===== config.mk =====
export PLATFORM = sky130hd
export DESIGN_NAME = s256tc_round
export DESIGN_NICKNAME = d
export VERILOG_FILES = /design/src/s256tc_pkg.sv /design/src/s256tc_round.sv
export SDC_FILE = /design/constraint.sdc
export NUM_CORES = 1
export LEC_CHECK = 0
export BUFFER_PORTS_ARGS = -buffer_cell sky130_fd_sc_hd__clkbuf_2
export CAP_MARGIN = 10
export CORE_AREA = 2 2 613 615
export CTS_BUF_LIST = sky130_fd_sc_hd__clkbuf_16
export DETAILED_ROUTE_END_ITERATION = 12
export DIE_AREA = 0 0 615 617
export PLACE_DENSITY = 0.35
export SLEW_MARGIN = 10
export SYNTH_ARGS = -nofsm -noshare
export SYNTH_HDL_FRONTEND = slang
export SYNTH_SLANG_ARGS = --single-unit

===== constraint.sdc =====
create_clock -name clk_i -period 0.8 [get_ports clk_i]
set_input_delay 0.04 -clock clk_i [delete_from_list [all_inputs] [get_ports clk_i]]
set_output_delay 0.04 -clock clk_i [all_outputs]
set_load 0.01 [all_outputs]

===== src/s256tc_pkg.sv =====
// ----------------------------------------------------------------------------
// s256tc_pkg
// shared types, constants and round functions of the sha-256 tail checker
// ----------------------------------------------------------------------------
package s256tc_pkg;

  localparam int unsigned NUM_ROUNDS = 64;
  localparam int unsigned WIN_WORDS  = 16;
  // input register + one register per round + result register
  localparam int unsigned LATENCY    = NUM_ROUNDS + 2;

  typedef logic [31:0] word_t;

  // configuration register indexes
  typedef enum logic [2:0] {
    CFG_MIDSTATE_AB = 3'd0,
    CFG_MIDSTATE_CD = 3'd1,
    CFG_MIDSTATE_EF = 3'd2,
    CFG_MIDSTATE_GH = 3'd3,
    CFG_TARGET      = 3'd4
  } cfg_idx_e;

  localparam int unsigned CFG_IDX_W  = 3;
  localparam int unsigned CFG_DATA_W = 64;

  // fixed padding of the tail block: 4 data words, pad bit, zeros, bit length
  localparam word_t PAD_WORD = 32'h8000_0000;
  localparam word_t LEN_WORD = 32'h0000_0280;

  typedef struct packed {
    word_t tail_word0;
    word_t tail_word1;
    word_t tail_word2;
    word_t tail_word3;
  } in_word_t;

  typedef struct packed {
    word_t hash_word0;
    logic  is_match;
  } out_word_t;

  // working variables v[0]=a .. v[7]=h, schedule window w[0] = w[t]
  typedef struct packed {
    word_t [7:0]           v;
    word_t [WIN_WORDS-1:0] w;
  } stage_t;

  localparam word_t ROUND_K [NUM_ROUNDS] = '{
    32'h428a2f98, 32'h71374491, 32'hb5c0fbcf, 32'he9b5dba5,
    32'h3956c25b, 32'h59f111f1, 32'h923f82a4, 32'hab1c5ed5,
    32'hd807aa98, 32'h12835b01, 32'h243185be, 32'h550c7dc3,
    32'h72be5d74, 32'h80deb1fe, 32'h9bdc06a7, 32'hc19bf174,
    32'he49b69c1, 32'hefbe4786, 32'h0fc19dc6, 32'h240ca1cc,
    32'h2de92c6f, 32'h4a7484aa, 32'h5cb0a9dc, 32'h76f988da,
    32'h983e5152, 32'ha831c66d, 32'hb00327c8, 32'hbf597fc7,
    32'hc6e00bf3, 32'hd5a79147, 32'h06ca6351, 32'h14292967,
    32'h27b70a85, 32'h2e1b2138, 32'h4d2c6dfc, 32'h53380d13,
    32'h650a7354, 32'h766a0abb, 32'h81c2c92e, 32'h92722c85,
    32'ha2bfe8a1, 32'ha81a664b, 32'hc24b8b70, 32'hc76c51a3,
    32'hd192e819, 32'hd6990624, 32'hf40e3585, 32'h106aa070,
    32'h19a4c116, 32'h1e376c08, 32'h2748774c, 32'h34b0bcb5,
    32'h391c0cb3, 32'h4ed8aa4a, 32'h5b9cca4f, 32'h682e6ff3,
    32'h748f82ee, 32'h78a5636f, 32'h84c87814, 32'h8cc70208,
    32'h90befffa, 32'ha4506ceb, 32'hbef9a3f7, 32'hc67178f2
  };

  function automatic word_t rotr(input word_t x, input int unsigned n);
    return (x >> n) | (x << (32 - n));
  endfunction

  function automatic word_t big_sigma0(input word_t x);
    return rotr(x, 2) ^ rotr(x, 13) ^ rotr(x, 22);
  endfunction

  function automatic word_t big_sigma1(input word_t x);
    return rotr(x, 6) ^ rotr(x, 11) ^ rotr(x, 25);
  endfunction

  function automatic word_t small_sigma0(input word_t x);
    return rotr(x, 7) ^ rotr(x, 18) ^ (x >> 3);
  endfunction

  function automatic word_t small_sigma1(input word_t x);
    return rotr(x, 17) ^ rotr(x, 19) ^ (x >> 10);
  endfunction

endpackage


===== src/s256tc_round.sv =====
// ----------------------------------------------------------------------------
// s256tc_round
// one registered sha-256 round plus one message schedule step
// ----------------------------------------------------------------------------
module s256tc_round import s256tc_pkg::*; (
  input  logic   clk_i,
  input  logic   rst_ni,
  input  logic   valid_i,
  input  stage_t st_i,
  input  word_t  k_i,
  output logic   valid_o,
  output stage_t st_o
);

  logic   valid_q;
  stage_t st_d, st_q;
  word_t  choose, major, t1, t2, w_new;

  always_comb begin
    choose = (st_i.v[4] & st_i.v[5]) ^ (~st_i.v[4] & st_i.v[6]);
    major  = (st_i.v[0] & st_i.v[1]) ^ (st_i.v[0] & st_i.v[2]) ^ (st_i.v[1] & st_i.v[2]);
    t1     = st_i.v[7] + big_sigma1(st_i.v[4]) + choose + k_i + st_i.w[0];
    t2     = big_sigma0(st_i.v[0]) + major;
    // w[t+16] from w[t], w[t+1], w[t+9], w[t+14]
    w_new  = st_i.w[0] + small_sigma0(st_i.w[1]) + st_i.w[9] + small_sigma1(st_i.w[14]);

    st_d.v[0] = t1 + t2;
    st_d.v[1] = st_i.v[0];
    st_d.v[2] = st_i.v[1];
    st_d.v[3] = st_i.v[2];
    st_d.v[4] = st_i.v[3] + t1;
    st_d.v[5] = st_i.v[4];
    st_d.v[6] = st_i.v[5];
    st_d.v[7] = st_i.v[6];
    for (int i = 0; i < WIN_WORDS - 1; i++) begin
      st_d.w[i] = st_i.w[i+1];
    end
    st_d.w[WIN_WORDS-1] = w_new;
  end

  always_ff @(posedge clk_i or negedge rst_ni) begin
    if (!rst_ni) begin
      valid_q <= 1'b0;
    end else begin
      valid_q <= valid_i;
    end
  end

  always_ff @(posedge clk_i) begin
    st_q <= st_d;
  end

  assign valid_o = valid_q;
  assign st_o    = st_q;

endmodule


==> key figures <==
Logic synthesis
  • Seq/Total Area, Yosys: 52.9%
  • Synth warn: 0
  • Synthesized instance count: 2432
  • Distinct cell type count after synthesis: 60
  • Synth Cell Area: 29100 um2
  • Syn nets: 3546
  • Syn_area_per_cell: 12.0 um2
  • FF+latch count, synth: 769
  • Top FF cell, synth: dfxtp_1
  • Asr flop ratio synth: 0.130%
  • Post-synth EDFFs: 0

Power
  • Total power: 0.333 W
  • Max rail drop VDD: 0.00333 V
  • PD cells: 4600 nW/um2
  • Leak: 32.6 nW

Worst setup path
  • CP max stage cell: fa_2
  • Critical Path Start Type: primary input
  • Critical Path RT: 1.55 ns
  • Crit Path Max Fanout: 3
  • Largest stage delay, worst path: 0.61 ns
  • CP Class: in -> reg
  • CP Capture Type: flip-flop
  • Crit path DAT: 6.68 ns

STA
  • Final setup viols: 865
  • Worst slew pin tran: 1.30 ns
  • Fin crit share: 741%
  • Max-slew violations: 0
  • Fin. Hold Viols: 35
  • Worst Hold Slack: -0.530 ns
  • Relative slew slack: 13.0%
  • RSZ-0062 raised after global routing: yes
  • Highest Clock Rate: 0.169 GHz
  • Final min period: 5.93 ns
  • Final worst slack: -5.13 ns

Detailed routing
  • Routed Antenna Nets: 0
  • # DRC: 0
  • Starting DRC count in detailed routing: 834
  • Vias per inst: 2.91
  • Post-Route WL: 294000 um
  • DR WL/cell: 26.1 um
  • DRT Pass-1 Iters: 4
  • Total number of vias: 32.8k

Floorplanning
  • Die span in x: 615 um
  • Num ports: 1572
  • Die Height: 617 um
  • Core area: 374000 um2
  • DIE AREA: 379000 um2
  • Initial Util: 7.79%
  • Row cnt: 225

Global routing
  • Vias in the first global route: 36.4k
  • Remaining Overflow, GRT: 0
  • Largest net degree at the start of global routing: 18
  • First-pass GRT wire length: 369000 um
  • Initial antenna violation count: 103
  • Total routing usage reported by global routing: 14.9%

Placement
  • GP Congestion: 0.963
  • Cells after DPL: 9695
  • Port Buffers: 1571
  • Post-DP HPWL: 251000 um

Cells and area
  • Area grow syn2layout: 149%
  • Commonest non-fill, non-tap cell in the layout: dlygate4sd3_1
  • # nets final: 7234
  • Final cell count without fillers: 11.3k
  • Share of cells above drive strength 1: 53.7%
  • Most frequent cells in the layout: dlygate4sd3_1 (1244), clkbuf_2 (1121), buf_4 (626)

Status
  • Violated checks: negative hold slack, negative setup slack
  • Outcome: finished, violations left

Clock network
  • Longest Clk Path Bufs: 4
  • TritonCTS clock tree: done
  • # H-tree levels: 3
  • CTS root buffer: clkbuf_16
  • Reg clk slew, reported paths: 0.06 ns
  • Clock Sinks: 769
  • CTS Buf Count: 112

Hold path
  • Hold Crit Class: in -> reg

Flow run
  • MaxCap Viol Count: 0
-- cells by family (layout without fill, tap and decap cells) --
kind of cell    Yosys count  in the layout  share of synthesized area (%)
fa+ha+maj               314            314                           18.3
mux                      34             34                           1.29
flops                   769            769                           52.9
xor+xnor                367            367                           11.0
other cells               0             48                              0
compound gates          348            348                           7.67
simple gates            233            233                           4.06
buf+inv                 367           4145                           4.73
-- path summary, 6_finish.rpt --
check / startpoint / to / slack [ns] / cells past startpoint
setup / recovery: k_i[5] / st_o[542] / -5.13 / 27
hold / removal: st_i[608] / st_o[640] / -0.53 / 2
max in group asynchronous: rst_ni / valid_o / 0.35 / 3
min in group asynchronous: rst_ni / valid_o / 0.30 / 3
-- layer usage --
layer	share of wire [%]	GRT usage, %
met4	6.2	7.41
met1	30	12.7
met3	4.2	2.65
met5	0.043	0
met2	60	32.0
-- cell type report --
type	count	area [um2]
fillers	41100	301000
clock inverters	92	886
repair buffers	3579	30300
flip-flops and latches	769	15900
well taps	4994	6250
multi-input cells	1296	14800
clock buffers	112	2800
diodes	48	120
inverters	362	1430
-- per-stage QoR --
| stage | setup WS [ns] | util [%] | cell area (um2) | setup TNS, ns |
|---|---|---|---|---|
| after global routing | -5.24 | 19.4 | 72500 | -783.98 |
| final | -5.13 | 19.4 | 72600 | -707.36 |
| after global placement | -6.75 | 13.5 | 50500 | -411.84 |
| after floorplan | -5.09 | - | 29800 | -289.57 |
| after CTS | -5.07 | 18.3 | 68500 | -805.44 |
| after detailed placement | -6.76 | 13.5 | 50500 | -410.45 |
-- where the power goes --
part           leakage, nW  internal, W  switching [W]
logic                 24.3        0.121          0.114
clock network         1.85       0.0296         0.0219
registers             6.50       0.0451        0.00219
-- critical path: cells and delay by family --
family | cells | cell delay, ns
adder cells (fa/ha/maj) | 6 | 2.60
AO/OA/AOI/OAI | 8 | 1.68
AND/OR/NAND/NOR | 4 | 1.37
buffers and inverters | 8 | 0.79
XOR/XNOR | 1 | 0.15
-- Yosys cell counts (3+ instances only) --
library cell	count	area, um2
or4_1	3	22.5
a2111oi_0	4	35.0
o21a_1	15	113
nor2b_1	16	100
and3_1	8	50.1
dfxtp_1	768	15400
nand3_1	16	80.1
o211ai_1	7	52.6
clkbuf_1	4	15.0
inv_1	362	1360
a221oi_1	3	26.3
a21oi_1	86	430
xor2_1	126	1100
nand4_1	7	43.8
maj3_1	3	30.0
xnor2_1	241	2110
a311o_1	3	30.0
and2_1	6	37.5
nand2b_1	17	106
o21ai_0	88	440
a311oi_1	6	52.6
fa_1	187	3740
a31oi_1	6	37.5
a21o_1	84	631
o21bai_1	12	90.1
o31ai_1	3	22.5
or2_2	7	43.8
nor3_1	17	85.1
nor2_1	65	244
nand2_1	45	169
mux2_2	28	315
ha_1	124	1550
a21boi_0	6	45.0
or3_1	12	75.1
and4b_1	3	30.0
and4_1	3	26.3
a211oi_1	7	52.6
mux2i_1	6	60.1
-- sequential cells by signal (all words and copies together) (netlist names) --
register and flops:
st_o 768, valid_o 1
-- timing repair --
action	in CTS	in global routing
hold buffers	1244	1
pin swaps	135	153
setup buffers	44	53
setup endpoints to repair	865	865
resized for setup	314	1837
endpoints found under the hold margin	711	37
Note: power is estimated with default switching activity, not from simulation.
